<file path="src/hdl/ftcr_pkg.sv">
`timescale 1ns / 1ps
`default_nettype none

package ftcr_pkg;

   // Widths of the data fields.
   localparam int BYTE_W  = 8;
   localparam int COUNT_W = 7;
   localparam int STORE_N = 7;
   localparam int CSR_IDX_W = 2;

   // Configuration register indexes.
   localparam logic [CSR_IDX_W-1:0] CSR_START_CODE  = 2'd0;
   localparam logic [CSR_IDX_W-1:0] CSR_END_CODE    = 2'd1;
   localparam logic [CSR_IDX_W-1:0] CSR_FRAME_LIMIT = 2'd2;

   // Configuration reset values.
   localparam logic [BYTE_W-1:0]  START_CODE_RST  = 8'h23;
   localparam logic [BYTE_W-1:0]  END_CODE_RST    = 8'h00;
   localparam logic [COUNT_W-1:0] FRAME_LIMIT_RST = 7'd100;

   // Selector characters at frame position one.
   localparam logic [BYTE_W-1:0] SEL_CURRENT = 8'h41;
   localparam logic [BYTE_W-1:0] SEL_RAISE   = 8'h42;
   localparam logic [BYTE_W-1:0] SEL_LOWER   = 8'h43;

   // Target codes.
   localparam logic [1:0] TGT_NONE    = 2'd0;
   localparam logic [1:0] TGT_CURRENT = 2'd1;
   localparam logic [1:0] TGT_RAISE   = 2'd2;
   localparam logic [1:0] TGT_LOWER   = 2'd3;

   localparam logic [COUNT_W-1:0] COUNT_MAX = 7'd127;

   // Frame positions one to seven, element 0 holds position one.
   typedef logic [STORE_N-1:0][BYTE_W-1:0] store_type;

   // Per-byte outcome of the frame tracker.
   typedef struct packed {
      logic               complete;
      logic               dropped;
      logic [COUNT_W-1:0] count;
   } step_type;

   // Two ASCII digits to a value modulo 256: 10*(hi-0x30)+(lo-0x30)
   // equals 10*hi + lo - 528, and 528 is 16 modulo 256.
   function automatic logic [BYTE_W-1:0] two_digits(input logic [BYTE_W-1:0] hi,
                                                    input logic [BYTE_W-1:0] lo);
      two_digits = {hi[4:0], 3'b000} + {hi[6:0], 1'b0} + lo - 8'd16;
   endfunction

endpackage

`default_nettype wire

</file>
<file path="src/hdl/ftcr_frame_tracker.sv">
`timescale 1ns / 1ps
`default_nettype none

module ftcr_frame_tracker (
   input  wire logic                          clock,
   input  wire logic                          reset,
   input  wire logic                          step_en,
   input  wire logic [ftcr_pkg::BYTE_W-1:0]   rx_byte,
   input  wire logic [ftcr_pkg::BYTE_W-1:0]   start_code,
   input  wire logic [ftcr_pkg::BYTE_W-1:0]   end_code,
   input  wire logic [ftcr_pkg::COUNT_W-1:0]  frame_limit,
   output ftcr_pkg::step_type                 step,
   output ftcr_pkg::store_type                store_now
);

   logic                         collecting_ff, collecting_in;
   logic [ftcr_pkg::COUNT_W-1:0] count_ff, count_in;
   ftcr_pkg::store_type          store_ff, store_in;

   logic [ftcr_pkg::COUNT_W-1:0] threshold;
   logic                         is_start;
   logic                         is_end;
   logic                         at_threshold;
   logic                         put_en;
   logic [2:0]                   put_pos;
   logic [ftcr_pkg::COUNT_W-1:0] count_inc;

   // Decisions for the byte in hand.
   always_comb begin
      threshold    = frame_limit - 7'd1;
      is_start     = (rx_byte == start_code);
      is_end       = (rx_byte == end_code);
      at_threshold = (count_ff == threshold);
      // An end code is always taken; a data byte only below the threshold.
      put_en       = collecting_ff &&
                     (is_end || (!is_start && (count_ff < threshold)));
      put_pos      = count_ff[2:0];
      count_inc    = (count_ff == ftcr_pkg::COUNT_MAX) ? count_ff : count_ff + 7'd1;
   end

   // Next state, store contents and per-byte flags.
   always_comb begin
      store_in = store_ff;
      if (put_en && (count_ff < 7'd8) && (count_ff != 7'd0)) begin
         store_in[put_pos - 3'd1] = rx_byte;
      end

      if (!collecting_ff) begin
         collecting_in = is_start;
         count_in      = is_start ? 7'd1 : count_ff;
      end else begin
         if (is_start) begin
            collecting_in = 1'b1;
         end else begin
            collecting_in = !is_end && !at_threshold;
         end
         if (is_start) begin
            count_in = 7'd1;
         end else if (put_en) begin
            count_in = count_inc;
         end else begin
            count_in = count_ff;
         end
      end

      step.complete = collecting_ff && is_end;
      step.dropped  = collecting_ff && !is_end && !is_start && at_threshold;
      step.count    = count_in;
      store_now     = store_in;
   end

   // Tracker state advances once per processed byte.
   always_ff @(posedge clock) begin
      if (reset) begin
         collecting_ff <= 1'b0;
         count_ff      <= '0;
         store_ff      <= '0;
      end else if (step_en) begin
         collecting_ff <= collecting_in;
         count_ff      <= count_in;
         store_ff      <= store_in;
      end
   end

endmodule

`default_nettype wire

</file>
<file path="src/hdl/ftcr_time_decode.sv">
`timescale 1ns / 1ps
`default_nettype none

module ftcr_time_decode (
   input  wire logic                         complete,
   input  wire ftcr_pkg::store_type          store,
   output logic [1:0]                        target,
   output logic [ftcr_pkg::BYTE_W-1:0]       hours,
   output logic [ftcr_pkg::BYTE_W-1:0]       minutes,
   output logic [ftcr_pkg::BYTE_W-1:0]       seconds
);

   logic [1:0] sel_target;

   // Map the selector character to a target.
   always_comb begin
      case (store[0])
         ftcr_pkg::SEL_CURRENT: sel_target = ftcr_pkg::TGT_CURRENT;
         ftcr_pkg::SEL_RAISE:   sel_target = ftcr_pkg::TGT_RAISE;
         ftcr_pkg::SEL_LOWER:   sel_target = ftcr_pkg::TGT_LOWER;
         default:               sel_target = ftcr_pkg::TGT_NONE;
      endcase
   end

   // Digits decode only for a closed frame with a known selector.
   always_comb begin
      target  = complete ? sel_target : ftcr_pkg::TGT_NONE;
      hours   = '0;
      minutes = '0;
      seconds = '0;
      if (target != ftcr_pkg::TGT_NONE) begin
         hours   = ftcr_pkg::two_digits(store[1], store[2]);
         minutes = ftcr_pkg::two_digits(store[3], store[4]);
         seconds = ftcr_pkg::two_digits(store[5], store[6]);
      end
   end

endmodule

`default_nettype wire

</file>
<file path="src/hdl/framed_time_command_receiver_core.sv">
`timescale 1ns / 1ps
`default_nettype none

// Receiver for delimited time-setting frames arriving as serial bytes.
// Each byte enters on the req_ stream; each byte yields exactly one
// transaction on the rsp_ stream carrying the frame status after that byte.
// A frame opens with start_code, closes with end_code, and position one
// selects the current, raise or lower time; positions two to seven hold the
// ASCII hours, minutes and seconds, decoded when the frame closes.
// The csr_ port writes start_code, end_code and frame_limit; it is always
// ready and should be used only while the block is idle.
// A byte accepted on req_ is registered in the input register, and its result
// from the frame tracker and time decoder is registered in the result register.
// Throughput: one byte per cycle while the rsp_ side does not stall, set by the
// frame tracker between the input register and the result register.
// When the rsp_ side stalls, the result register holds its transaction; the
// input register takes one more byte only if it is empty, and req_tready is
// then low.
// Reset clears both stages, returns the tracker to hunting with a zero count
// and a zeroed frame store, and restores the configuration defaults.
module framed_time_command_receiver_core (
   input  wire logic        clock,
   input  wire logic        reset,
   // Input bytes. tdata: rx_byte[7:0].
   input  wire logic        req_tvalid,
   output logic             req_tready,
   input  wire logic [7:0]  req_tdata,
   // Results. tdata: hours[7:0], minutes[15:8], seconds[23:16],
   // count_now[30:24], zero [31]. tuser: frame_dropped[0], target[2:1].
   // tlast: frame_complete.
   output logic             rsp_tvalid,
   input  wire logic        rsp_tready,
   output logic [31:0]      rsp_tdata,
   output logic [2:0]       rsp_tuser,
   output logic             rsp_tlast,
   // Configuration writes.
   input  wire logic        csr_valid,
   output logic             csr_ready,
   input  wire logic [1:0]  csr_index,
   input  wire logic [7:0]  csr_data
);

   logic [ftcr_pkg::BYTE_W-1:0]  start_code_ff;
   logic [ftcr_pkg::BYTE_W-1:0]  end_code_ff;
   logic [ftcr_pkg::COUNT_W-1:0] frame_limit_ff;

   logic                         in_valid_ff;
   logic [ftcr_pkg::BYTE_W-1:0]  in_byte_ff;
   logic                         out_valid_ff;
   logic [31:0]                  out_data_ff, out_data_in;
   logic [2:0]                   out_user_ff, out_user_in;
   logic                         out_last_ff, out_last_in;

   logic                         advance;
   ftcr_pkg::step_type           step;
   ftcr_pkg::store_type          store_now;
   logic [1:0]                   target;
   logic [ftcr_pkg::BYTE_W-1:0]  hours;
   logic [ftcr_pkg::BYTE_W-1:0]  minutes;
   logic [ftcr_pkg::BYTE_W-1:0]  seconds;

   // Handshake: the input stage moves on when the result register is free or is being taken.
   always_comb begin
      advance    = in_valid_ff && (!out_valid_ff || rsp_tready);
      req_tready = !in_valid_ff || advance;
      csr_ready  = 1'b1;
   end

   // Configuration registers.
   always_ff @(posedge clock) begin
      if (reset) begin
         start_code_ff  <= ftcr_pkg::START_CODE_RST;
         end_code_ff    <= ftcr_pkg::END_CODE_RST;
         frame_limit_ff <= ftcr_pkg::FRAME_LIMIT_RST;
      end else if (csr_valid) begin
         case (csr_index)
            ftcr_pkg::CSR_START_CODE:  start_code_ff  <= csr_data;
            ftcr_pkg::CSR_END_CODE:    end_code_ff    <= csr_data;
            ftcr_pkg::CSR_FRAME_LIMIT: frame_limit_ff <= csr_data[6:0];
            default: ;
         endcase
      end
   end

   // Input register.
   always_ff @(posedge clock) begin
      if (reset) begin
         in_valid_ff <= 1'b0;
      end else if (req_tready) begin
         in_valid_ff <= req_tvalid;
      end
   end

   always_ff @(posedge clock) begin
      if (req_tready && req_tvalid) begin
         in_byte_ff <= req_tdata;
      end
   end

   ftcr_frame_tracker u_tracker (
      .clock       (clock),
      .reset       (reset),
      .step_en     (advance),
      .rx_byte     (in_byte_ff),
      .start_code  (start_code_ff),
      .end_code    (end_code_ff),
      .frame_limit (frame_limit_ff),
      .step        (step),
      .store_now   (store_now)
   );

   ftcr_time_decode u_decode (
      .complete (step.complete),
      .store    (store_now),
      .target   (target),
      .hours    (hours),
      .minutes  (minutes),
      .seconds  (seconds)
   );

   // Pack the result transaction.
   always_comb begin
      out_data_in = {1'b0, step.count, seconds, minutes, hours};
      out_user_in = {target, step.dropped};
      out_last_in = step.complete;
   end

   // Result register.
   always_ff @(posedge clock) begin
      if (reset) begin
         out_valid_ff <= 1'b0;
      end else if (advance) begin
         out_valid_ff <= 1'b1;
      end else if (rsp_tready) begin
         out_valid_ff <= 1'b0;
      end
   end

   always_ff @(posedge clock) begin
      if (advance) begin
         out_data_ff <= out_data_in;
         out_user_ff <= out_user_in;
         out_last_ff <= out_last_in;
      end
   end

   always_comb begin
      rsp_tvalid = out_valid_ff;
      rsp_tdata  = out_data_ff;
      rsp_tuser  = out_user_ff;
      rsp_tlast  = out_last_ff;
   end

endmodule

`default_nettype wire
</file>
<file path="config.mk">
export PLATFORM = sky130hd
export DESIGN_NAME = framed_time_command_receiver_core
export DESIGN_NICKNAME = d
export VERILOG_FILES = /design/src/hdl/ftcr_pkg.sv /design/src/hdl/ftcr_frame_tracker.sv /design/src/hdl/ftcr_time_decode.sv /design/src/hdl/framed_time_command_receiver_core.sv
export SDC_FILE = /design/constraint.sdc
export NUM_CORES = 1
export LEC_CHECK = 0
export BUFFER_PORTS_ARGS = -buffer_cell sky130_fd_sc_hd__buf_2
export CORE_ASPECT_RATIO = 1.25
export CORE_MARGIN = 2
export CORE_UTILIZATION = 56
export CTS_BUF_LIST = sky130_fd_sc_hd__clkbuf_4 sky130_fd_sc_hd__clkbuf_8
export CTS_CLUSTER_SIZE = 10
export DETAILED_ROUTE_END_ITERATION = 8
export GPL_ROUTABILITY_DRIVEN = 0
export PLACE_DENSITY = 0.83
export SYNTH_ARGS = -nofsm -noshare
export SYNTH_HDL_FRONTEND = slang
export SYNTH_SLANG_ARGS = --single-unit
</file>
<file path="constraint.sdc">
create_clock -name clock -period 4.8 [get_ports clock]
set_input_delay 0.48 -clock clock [delete_from_list [all_inputs] [get_ports clock]]
set_output_delay 0.48 -clock clock [all_outputs]
set_load 0.02 [all_outputs]
</file>
* Word-level counts from Yosys, hierarchy flattened
Index checks and enable logic that the tools add are counted.
Widths: inputs -> output; s select.
** Storage, ports and cells
- Word-level logic and storage cells :: 90
- Flip-flop bits (word level) :: 132
- Memories kept :: 0
- Memory bits (writable) :: 0
- Memory bits (read-only) :: 0
- Bits of input ports :: 23
- Latch bits :: 0
- Output and inout port bits :: 39
** Operators by class
- Reductions and logical operators :: 28
- Bitwise operators :: 0
- Multipliers :: 0
- Multiplexer cells :: 15
- Shifts and indexed selects :: 0
- $lt $le $gt $ge :: 4
- Add/sub/neg operators :: 12
- Divide/modulo/power cells :: 0
- Equal/unequal tests :: 9
** Operator list (count)
- $bwmux 56 :: 1
- $mux 56 :: 1
- $add 8x8->8 :: 6
- $mux 7 :: 5
- $demux 8 s3 :: 1
- $eq 8x7->1 const B :: 3
- $sub 8x5->8 const B :: 3
- $eq 8x8->1 :: 2
- $logic_and 1x1->1 :: 12
- $mux 8 :: 1
- $reduce_and 2->1 :: 4
- $add 7x1->7 const B :: 1
- $eq 7x7->1 :: 1
- $eq 7x7->1 const B :: 1
- $lt 7x4->1 const B :: 1
- $lt 7x7->1 :: 1
- $reduce_bool 7->1 :: 1
- $sub 7x1->7 const B :: 1
- $pmux 2 s3 :: 1
- $logic_not 1->1 :: 5
- $lt 3x4->1 const B :: 1
- $mux 1 :: 4
- $reduce_bool 2->1 :: 2
- $ge 3x1->1 const B :: 1
- other kinds (6) :: 8

* Longest topological paths before layout
Gate-level depths: netlist of run 1.
- Depth after elaboration :: 12
- Gate-level depth with buffers :: 25
- Gate-level depth less buffers :: 24

* Hierarchy
A second synthesis of run 1 with hierarchy kept.
** Unflattened totals
- Cell total of the unflattened synthesis :: 733
- Area total of the unflattened synthesis :: 7886.3 µm²
** Modules (own cells, without submodules)
- ftcr_frame_tracker :: cells an instance 428, seq. area each 1281.2 µm², area each 4142.7 µm², times used 1
- framed_time_command_receiver_core :: cells an instance 150, seq. area each 1791.7 µm², area each 2358.5 µm², times used 1
- ftcr_time_decode :: cells an instance 155, seq. area each 0.0 µm², area each 1385.1 µm², times used 1

* Least setup slack after synthesis of run 1
Ideal clock, no wire load.
- Path type :: reg2reg
- Start point :: register frame_limit_ff[0] (netlist bit)
- End point :: register out_data_ff[23] (netlist: rsp_tdata[23]) (data pin)
- Stages on the path, launching flop included :: 24
- Buffers on the path :: 1
- Data required time :: 4536 ps
- Setup time :: 264 ps
- Path slack :: -341 ps
- Clock period less this slack :: 5141 ps
- Arrival :: 4877 ps
- Cell sequence :: dfxtp_1 -> inv_1 -> ha_1 -> nand3b_1 -> xor2_1 -> ha_1 -> a21oi_1 -> o21a_1 -> o211a_1 -> o21ai_2 -> or4_1 -> buf_6 -> mux2_1 -> fa_1 -> fa_1 -> inv_1 -> fa_1 -> inv_1 -> a21o_1 -> a21oi_1 -> xnor2_1 -> xnor2_2 -> xnor2_1 -> nor2_2
** RTL lines
- from (decl) :: line framed_time_command_receiver_core.sv:45 : logic [ftcr_pkg::COUNT_W-1:0] frame_limit_ff;
- from (signal assigned) :: line framed_time_command_receiver_core.sv:74 : frame_limit_ff <= ftcr_pkg::FRAME_LIMIT_RST;
- from (signal assigned) :: line framed_time_command_receiver_core.sv:79 : ftcr_pkg::CSR_FRAME_LIMIT: frame_limit_ff <= csr_data[6:0];
- to (signal assigned) :: line framed_time_command_receiver_core.sv:141 : out_data_ff <= out_data_in;
- to (decl) :: line framed_time_command_receiver_core.sv:50 : logic [31:0] out_data_ff, out_data_in;

==> results of run 1 <==
[worst min path at each step]
stage                      startpoint                     end  slack, ns  cells past startpoint
2_1_floorplan   u_tracker.store_ff[7]   u_tracker.store_ff[7]       0.43                      2
3_3_place_gp   u_tracker.store_ff[18]  u_tracker.store_ff[18]       0.44                      2
3_5_place_dp    u_tracker.store_ff[3]   u_tracker.store_ff[3]       0.45                      2
4_1_cts                  req_tdata[0]           in_byte_ff[0]       0.18                      1
5_1_grt                  req_tdata[7]           in_byte_ff[7]       0.19                      1
6_report                 req_tdata[0]           in_byte_ff[0]       0.20                      1
[logic make-up after synthesis]
kind of cell	Yosys count	synth area share [%]
compound gates	100	9.78
fa+ha+maj	58	11.7
flops	129	42.1
other cells	2	0.105
buf+inv	86	5.48
xor+xnor	48	5.97
simple gates	208	13.8
mux	77	11.1
[per-stage QoR]
| stage | setup WS, ns | instances |
|---|---|---|
| final | -0.522 | 1030 |
| after global routing | -0.702 | 1030 |
| after CTS | -0.204 | 1024 |
| after detailed placement | -0.378 | 959 |
| after global placement | -0.213 | 959 |
| after floorplan | -0.143 | 708 |
[final cells by class]
type | count | area (um2)
tap | 168 | 210
clock inverter | 10 | 109
timing repair buffer | 167 | 1150
inverter | 41 | 154
sequential | 129 | 3020
fill | 783 | 3590
clock buffer | 22 | 284
multi-input combinational | 493 | 4090
[report_power, final]
| part | internal [mW] | switching, mW |
|---|---|---|
| logic | 0.179 | 0.223 |
| clock network | 0.502 | 0.427 |
| registers | 1.16 | 0.0230 |
[synthesized netlist by cell type, drive strengths merged, types with 14 or more instances]
cell type  count
a211oi        17
a21oi         41
and2          14
buf           15
clkbuf        30
dfxtp         86
edfxtp        43
fa            15
ha            43
inv           41
mux2i         65
nand2         50
nor2         100
xnor2         22
xor2          26
[worst max-delay path, cell delays in order (launching register included)]
cell and delay, ns:
dfxtp_2 0.33, inv_2 0.08, ha_4 0.15, nand3b_1 0.09
xor2_1 0.17, ha_1 0.39, a21oi_2 0.20, o21a_1 0.17
o211a_1 0.23, o21ai_4 0.09, buf_6 0.14, or3_4 0.44
buf_4 0.18, mux2i_4 0.24, buf_4 0.17, inv_1 0.05
ha_1 0.30, ha_2 0.21, ha_4 0.17, fa_2 0.36
a21o_1 0.17, a21oi_2 0.18, xnor2_2 0.08, xnor2_1 0.22
xnor2_1 0.16, nor2_1 0.07
[what timing repair did]
| action | in CTS | in global routing |
|---|---|---|
| setup buffers | 33 | 7 |
| hold buffers | 0 | 0 |
| pin swaps | 22 | 17 |
| endpoints found under the setup margin | 4 | 10 |
| resized for setup | 23 | 35 |
[per-layer routing]
layer | GRT usage, % | wire [um]
met5 | 0 | 0
met4 | 16.7 | 1330
met3 | 5.95 | 1300
met2 | 50.4 | 9890
met1 | 29.1 | 7080
[registers in the layout, indices dropped and copies added, names as in the netlist]
register and count:
rsp_tuser 3, rsp_tvalid 1, in_byte_ff 8, rsp_tlast 1, end_code_ff 8, frame_limit_ff 7
u_tracker.collecting_ff 1, u_tracker.count_ff 7, rsp_tdata 31, in_valid_ff 1, start_code_ff 8, u_tracker.store_ff 53
==> metrics.csv, run 1 <==
metric;value;unit
CTS buffer count;17;
Final Worst Setup Slack;-0.522;ns
Clock Path Buffers;2;
Unique masters post-synth;65;
FMAX;188;MHz
RSZ-0062 raised after global routing;true;
initial antenna violation count;0;
final setup fails;7;
row count;46;
Top Ports;62;
1st-iter DRT viols;493;
failing checks;setup timing;
Power, Total;2.51;mW
Vias/cell;5.86;
Crit Reg-Reg Startpoint;frame_limit_ff[1];
crit start category;flip-flop;
total clock sinks;129;
worst reg-to-reg setup slack;-0.52;ns
placed cell area;8030;um2
first-pass GRT wire length;29300;um
Avg Cell Area, Syn;10.1;um2
clk_skew;0.0162;ns
Slew Limit Fails;0;
worst vdd ir;0.207;mV
CTS H-tree depth;4;
status;finished with violations;
vias in the first global route;5981;
leading area contributor after synthesis;dfxtp_1;
Die Width;105;um
#FFs+latches synth;129;
Critical Path RT;4.98;ns
max_slew headroom;30.9;%
Post-synth EDFFs;43;
Layout area overhead;25.9;%
R2R cell count;25;
Critical Path End Type;flip-flop;
Die Y-Extent;130;um
Main synth FF type;dfxtp_1;
max_cap viols;0;
die area;13700;um2
All-Layer GR Usage;27.5;%
crit path DAT;5.51;ns
post-layout min period;5.32;ns
Cell Area, Synth;7160;um2
pin count of the biggest net entering global routing;87;
r2r endpoint;rsp_tdata[15];
kind of critical path;flip-flop to flip-flop;
post-detail-place hpwl;11400;um
leakage power;3.84;nW
worst-margin pin slew;1.03;ns
setup TNS;-2.15;ns
most common cell after layout, fill and taps aside;nor2_1;
core outline area;12600;um2
root buf cell;clkbuf_8;
commonest cells after routing, fill and taps aside;96 x nor2_1, 95 x buf_4, 82 x dfxtp_1;
CP startpoint;frame_limit_ff[1];
IO Port Bufs;59;
sequential area share after synthesis;42.1;%
post-synth net total;789;
GRT overflow;0;
P per Cell Area;279;nW/um2
drc violations;0;
starting density of the core;56.8;%
via count;6040;
final instance area;9020;um2
clock latency at the later pin of the worst-skew pair;0.46;ns
Layout Utilization;71.6;%
synth top area cells;dfxtp_1 24%, edfxtp_1 18%, mux2i_1 8.9%, ha_1 7.5%, nor2_1 5.1%;
# diodes;0;
CTS tree;yes;
routed wire length;19600;um
Gate Count Post-Synth;708;
Hold Vio Cnt, Final;0;
final worst-path cycle share;111;%
Final nets;930;
Synth Warn #;0;
ys async rst share;0;%
worst hold slack;0.199;ns
Synth top area share;24.0;%
CP endpoint;rsp_tdata[15];
share of layout cells above drive strength 1;33.3;%
antenna viol nets, final;0;
first drt pass iteration count;5;
CTS clk-pin slew, worst paths;0.08;ns
Worst Hold Class;input pin to flip-flop;
Critical Path Fanout Max;4;
DR WL/cell;19.0;um
(Power assumes the default switching activity.)
==> run 2, diff against run 1 <==
--- a/config.mk
+++ b/config.mk
@@ -6,7 +6,7 @@
 export NUM_CORES = 1
 export LEC_CHECK = 0
 export BUFFER_PORTS_ARGS = -buffer_cell sky130_fd_sc_hd__buf_2
-export CORE_ASPECT_RATIO = 1.25
+export CORE_ASPECT_RATIO = 1.5
 export CORE_MARGIN = 2
 export CORE_UTILIZATION = 56
 export CTS_BUF_LIST = sky130_fd_sc_hd__clkbuf_4 sky130_fd_sc_hd__clkbuf_8
==> run 2 against run 1 <==
The flow still finishes with violations (setup timing). Sequential power hardly changed. Highest routed layer unchanged. Power is 3.9% lower. Wire length is 11% lower. Critical path depth is 2 lower. Clock power is 9.6% lower. Sequential share of layout area is 1.0 points higher. Largest cell class unchanged.
==> metrics.csv, run 2 (synthesis results as in run 1) <==
metric;value;unit;change
clk_skew;0.0120;ns;-0.00413 ns
worst reg-to-reg setup slack;-0.30;ns;+0.22 ns
total clock sinks;129;;unchanged
GRT met3 Usage;5.35;%;-0.60 points
GR Util met1;28.4;%;-0.74 points
crit start category;flip-flop;;
CP startpoint;frame_limit_ff[0];;
max_cap viols;0;;unchanged
post-layout min period;5.10;ns;-0.219 ns
GRT overflow;0;;unchanged
placed cell area;8010;um2;-0.28%
pin count of the biggest net entering global routing;87;;unchanged
starting density of the core;57.3;%;+0.42 points
post-placement cell count;946;;-1.4%
routed wire length;17500;um;-11%
P per Cell Area;276;nW/um2;-1.0%
worst-margin pin slew;0.931;ns;-0.102 ns
worst vdd ir;0.248;mV;+20%
CTS H-tree depth;4;;unchanged
CTS tree;yes;;
Worst Hold Class;input pin to flip-flop;;
RSZ-0062 raised after global routing;true;;
Critical Path End Type;flip-flop;;
Top Ports;62;;unchanged
Critical Path RT;4.97;ns;about the same
Clock Path Buffers;2;;unchanged
busiest grt layer;met2;;
kind of critical path;flip-flop to flip-flop;;
Final nets;904;;-2.8%
final setup fails;3;;-4
final worst-path cycle share;106;%;-4.6 points
share of layout cells above drive strength 1;32.1;%;-1.2 points
worst hold slack;0.200;ns;+0.00114 ns
initial antenna violation count;0;;unchanged
Crit path top cell by count;ha_4;;
min-delay src;req_tdata[7];;
via count;5676;;-6.0%
register with the most flip-flops;u_tracker.store_ff;;
# diodes;0;;unchanged
crit path cell chain;inv_2 -> ha_4 -> nand3b_1 -> xor2_1 -> ha_1 -> a21oi_2 -> o21a_1 -> o211a_1 -> o21ai_4 -> buf_6 -> or3_4 -> mux2i_4 -> fa_1 -> inv_2 -> ha_4 -> ha_4 -> fa_2 -> a21o_1 -> a21oi_2 -> xnor2_2 -> xnor2_1 -> xnor2_1 -> nor2_1;;
Final Worst Setup Slack;-0.303;ns;+0.219 ns
Hold Vio Cnt, Final;0;;unchanged
max FFs per register;53;;unchanged
GR Layer Usage met2;47.0;%;-3.5 points
r2r endpoint;rsp_tdata[15];;
max_slew headroom;38.0;%;+7.0 points
first drt pass iteration count;5;;unchanged
drc violations;0;;unchanged
Hold Crit Depth;1;;unchanged
most common cell after layout, fill and taps aside;nor2_1;;
IO Port Bufs;59;;unchanged
Crit Reg-Reg Startpoint;frame_limit_ff[0];;
Die Y-Extent;143;um;+9.3%
CTS buffer count;17;;unchanged
Vias/cell;5.73;;-2.3%
Layout area overhead;22.2;%;
crit path DAT;5.27;ns;-0.24 ns
core outline area;12500;um2;-0.73%
post-detail-place hpwl;11500;um;+0.47%
DR WL/cell;17.6;um;-7.4%
status;finished with violations;;
Worst Hold End;in_byte_ff[7];;
failing checks;setup timing;;
Fill cells;830;;+6.0%
All-Layer GR Usage;26.0;%;-1.5 points
first-pass GRT wire length;27400;um;-6.8%
FMAX;196;MHz;+4.3%
Die Width;96.4;um;-8.4%
die area;13700;um2;about the same
root buf cell;clkbuf_8;;
final instance area;8750;um2;-3.0%
CTS clk-pin slew, worst paths;0.08;ns;about the same
fin cells;991;;-3.8%
leakage power;3.67;nW;-4.4%
antenna viol nets, final;0;;unchanged
Slew Limit Fails;0;;unchanged
1st-iter DRT viols;361;;-27%
Slowest cell on crit path;fa_1;;
CP max stage delay;0.55;ns;+0.11 ns
commonest cells after routing, fill and taps aside;97 x nor2_1, 82 x dfxtp_1, 75 x buf_4;;
Critical Path Fanout Max;4;;unchanged
R2R cell count;23;;-8.0%
Placement Setup Slack;-0.342;ns;+0.0360 ns
vias in the first global route;5835;;-2.4%
Layout Utilization;70.0;%;-1.6 points
row count;50;;+8.7%
clock latency at the later pin of the worst-skew pair;0.45;ns;about the same
## run 2: changes by cell type in the layout (fill, tap and decap cells not counted), moves of 2 or more
cell and delta:
buf_4 -20, buf_6 -6, bufinv_16 -2, clkinvlp_4 -2, ha_1 -3, ha_4 +2, inv_1 -6, inv_2 +6
inv_4 +2, nor3_1 +2, nor3_2 -3
## run 2: timing repair
item                       CTS  global route
hold buffers                 0             0
setup endpoints to repair    5             8
pin swaps                   23            41
hold endpoints to repair     0             0
gates resized for setup     16            43
setup buffers                5            10
cloned                       0             0
## run 2: power by group
group	switching, mW	internal, mW
combinational	0.216	0.176
clock	0.442	0.398
sequential	0.0233	1.16
## run 2: per-layer routing
layer / wire (um) / vias to the layer above
li1: - / 2660
met3: 888 / 62
met2: 9330 / 213
met4: 699 / 0
met1: 6550 / 2741
met5: 0 / -
## run 2: how the worst max path moves through the flow
stage,to,slack (ns)
3_5_place_dp,rsp_tdata[7],-0.34
4_1_cts,rsp_tdata[23],-0.21
5_1_grt,rsp_tdata[15],-0.48
3_3_place_gp,rsp_tdata[23],-0.17
6_report,rsp_tdata[15],-0.30
2_1_floorplan,rsp_tdata[23],-0.14
## run 2: worst max-delay path, delay by kind of cell, from the launching register on
kind            cells  cell delay, ns
mux                 1            0.22
fa+ha+maj           6            1.79
flops               1            0.34
xor+xnor            4            0.61
compound gates      6            1.03
simple gates        3            0.54
buf+inv             3            0.27
## run 2: area by class of cell
type / instances / area [um2] / area share (%)
clock buffer: 22 / 284 / 3.25
inverter: 41 / 154 / 1.76
sequential: 129 / 3020 / 34.5
tap: 156 / 195 / 2.23
timing repair buffer: 141 / 937 / 10.7
multi-input combinational: 493 / 4110 / 46.9
clock inverter: 9 / 56.3 / 0.643
## run 2: stage by stage
| stage | TNS (ns) | total power [mW] |
|---|---|---|
| CTS | -0.556 | 2.38 |
| global placement | -0.390 | 1.53 |
| global route | -1.54 | 2.49 |
| detailed placement | -1.08 | 1.55 |
| finish | -0.655 | 2.41 |
| floorplan | -0.143 | 1.43 |
==> run 3, diff against run 2 <==
--- a/config.mk
+++ b/config.mk
@@ -8,12 +8,11 @@
 export BUFFER_PORTS_ARGS = -buffer_cell sky130_fd_sc_hd__buf_2
 export CORE_ASPECT_RATIO = 1.5
 export CORE_MARGIN = 2
-export CORE_UTILIZATION = 56
-export CTS_BUF_LIST = sky130_fd_sc_hd__clkbuf_4 sky130_fd_sc_hd__clkbuf_8
+export CORE_UTILIZATION = 54
 export CTS_CLUSTER_SIZE = 10
 export DETAILED_ROUTE_END_ITERATION = 8
 export GPL_ROUTABILITY_DRIVEN = 0
-export PLACE_DENSITY = 0.83
+export PLACE_DENSITY = 0.8
 export SYNTH_ARGS = -nofsm -noshare
 export SYNTH_HDL_FRONTEND = slang
 export SYNTH_SLANG_ARGS = --single-unit
==> constraint.sdc (replaced) <==
create_clock -name clock -period 4.55 [get_ports clock]
set_input_delay 0.455 -clock clock [delete_from_list [all_inputs] [get_ports clock]]
set_output_delay 0.455 -clock clock [all_outputs]
set_load 0.02 [all_outputs]
==> run 3 against run 2 <==
The flow still finishes with violations (setup timing). Die area rose by 3.6%. Final cell count rose by 1.1%. Utilization fell by 0.14 points. Wire length rose by 4.3%. Power rose by 19%. Critical endpoint unchanged. Combinational power rose by 13%. Register-to-register slack got worse by 0.18 ns. Largest cell class unchanged. Worst setup slack got worse by 0.18 ns. Clock power rose by 42%. Global-route usage fell by 0.60 points. Fmax rose by 1.3%. Hold slack improved by 0.0047 ns.
==> metrics.csv, run 3 (synthesis results as in run 1) <==
metric;value;unit;change
Vias/cell;5.73;;about the same
Crit Reg-Reg Startpoint;frame_limit_ff[4];;
hold_buf cts;0;;unchanged
initial antenna violation count;0;;unchanged
Die Width;98.0;um;+1.8%
failing checks;setup timing;;
Placement Setup Slack;-0.607;ns;-0.264 ns
Hold Vio Cnt, Final;0;;unchanged
root buf cell;clkbuf_16;;
fin cells;1002;;+1.1%
setup TNS;-1.84;ns;-1.18 ns
first-pass GRT wire length;28600;um;+4.7%
final worst-path cycle share;111;%;+4.4 points
post-placement cell count;962;;+1.7%
worst reg-to-reg setup slack;-0.49;ns;-0.18 ns
clk_skew;0.00957;ns;-0.00247 ns
die area;14200;um2;+3.6%
Critical Path End Type;flip-flop;;
Critical Path RT;4.69;ns;-0.28 ns
Die Y-Extent;145;um;+1.8%
starting density of the core;55.3;%;-2.0 points
Final nets;911;;+0.77%
total clock sinks;129;;unchanged
area occupied by registers;3020;um2;unchanged
clock latency at the later pin of the worst-skew pair;0.43;ns;-0.02 ns
Slew Limit Fails;0;;unchanged
Worst Hold End;in_byte_ff[6];;
vias in the first global route;6019;;+3.2%
All-Layer GR Usage;25.4;%;-0.60 points
crit start category;flip-flop;;
leakage power;3.77;nW;+2.8%
RSZ-0062 raised after global routing;true;;
max_slew headroom;38.5;%;+0.55 points
max_cap viols;0;;unchanged
Fill cells;862;;+3.9%
pin count of the biggest net entering global routing;87;;unchanged
r2r endpoint;rsp_tdata[15];;
CTS H-tree depth;4;;unchanged
via count;5738;;+1.1%
CTS clk-pin slew, worst paths;0.06;ns;-0.02 ns
commonest cells after routing, fill and taps aside;97 x nor2_1, 82 x dfxtp_1, 81 x buf_4;;
final instance area;9040;um2;+3.3%
antenna viol nets, final;0;;unchanged
final setup fails;7;;+4
# diodes;0;;unchanged
Worst Hold Class;input pin to flip-flop;;
Layout area overhead;26.2;%;
max FFs per register;53;;unchanged
Final Worst Setup Slack;-0.485;ns;-0.182 ns
kind of critical path;flip-flop to flip-flop;;
Top Ports;62;;unchanged
DR WL/cell;18.2;um;+3.2%
placed cell area;8150;um2;+1.7%
FMAX;199;MHz;+1.3%
routed wire length;18200;um;+4.3%
status;finished with violations;;
post-detail-place hpwl;11900;um;+3.6%
share of layout cells above drive strength 1;32.9;%;+0.76 points
P per Cell Area;318;nW/um2;+15%
Clock Path Buffers;2;;unchanged
CTS tree;yes;;
first drt pass iteration count;5;;unchanged
crit path DAT;5.18;ns;-0.09 ns
Critical Path Fanout Max;5;;+1
Hold Crit Depth;1;;unchanged
post-layout min period;5.04;ns;-0.0679 ns
GRT overflow;0;;unchanged
IO Port Bufs;59;;unchanged
worst vdd ir;0.297;mV;+20%
1st-iter DRT viols;329;;-8.9%
core outline area;13000;um2;+3.5%
Layout Utilization;69.8;%;-0.14 points
area of the multi-input gates;4170;um2;+1.6%
row count;51;;+2.0%
register with the most flip-flops;u_tracker.store_ff;;
drc violations;0;;unchanged
most common cell after layout, fill and taps aside;nor2_1;;
CTS buffer count;17;;unchanged
worst-margin pin slew;0.922;ns;-0.00819 ns
R2R cell count;22;;-4.3%
min-delay src;req_tdata[6];;
-- run 3: cell count changes in the layout (fill, tap and decap cells not counted), sizes merged --
| cell | before | now |
|---|---|---|
| clkinv | 5 | 6 |
| clkbuf | 22 | 21 |
| inv | 45 | 43 |
| buf | 141 | 148 |
| clkinvlp | 0 | 3 |
-- run 3: how the worst max path moves through the flow --
stage                           start       endpoint  slack (ns)
floorplan           frame_limit_ff[4]  rsp_tdata[23]       -0.39
global placement    frame_limit_ff[4]  rsp_tdata[23]       -0.43
detailed placement  frame_limit_ff[4]  rsp_tdata[23]       -0.61
CTS                 frame_limit_ff[4]  rsp_tdata[15]       -0.43
global route        frame_limit_ff[4]  rsp_tdata[15]       -0.66
finish              frame_limit_ff[4]  rsp_tdata[15]       -0.49
-- run 3: worst max-delay path: stages (launching register included) --
cell	delay [ns]
dfxtp_2	0.33
nor3_4	0.19
nand3b_1	0.12
xor2_1	0.18
ha_1	0.32
a21oi_2	0.14
o21a_1	0.14
o211a_1	0.20
o21ai_4	0.08
buf_6	0.13
or3_4	0.41
mux2i_4	0.23
fa_2	0.55
inv_2	0.05
ha_4	0.22
ha_4	0.17
fa_2	0.37
a21o_1	0.20
a21oi_2	0.17
xnor2_2	0.17
xnor2_2	0.16
xnor2_1	0.16
nor2_1	0.06
-- run 3: routing by layer --
layer  vias up  GRT usage (%)  wire length, um
met5         -              0                0
met4         0           13.0              895
met3        73           5.20              964
met2       223           47.7             9820
met1      2774           25.9             6540
li1       2668              -                -
-- run 3: timing repair --
action / CTS / global route
resized for setup: 21 / 37
setup buffers: 4 / 7
endpoints found under the setup margin: 10 / 10
pin swaps: 18 / 27
-- run 3: metrics by stage --
stage	hold WS [ns]	total power, mW
after floorplan	0.427	1.52
after global placement	0.437	1.63
after detailed placement	0.449	1.65
after CTS	0.197	2.85
after global routing	0.193	2.98
final	0.205	2.88
-- run 3: final cells by class --
class / count / area share, %
Multi-Input combinational cell: 493 / 46.1
Sequential cell: 129 / 33.4
Timing Repair Buffer: 148 / 11.0
Clock buffer: 21 / 4.87
Tap cell: 159 / 2.20
Inverter: 41 / 1.70
Clock inverter: 11 / 0.733
-- run 3: where the power goes --
group,internal [mW],switching [mW]
Clock,0.688,0.502
Combinational,0.200,0.241
Sequential,1.22,0.0241
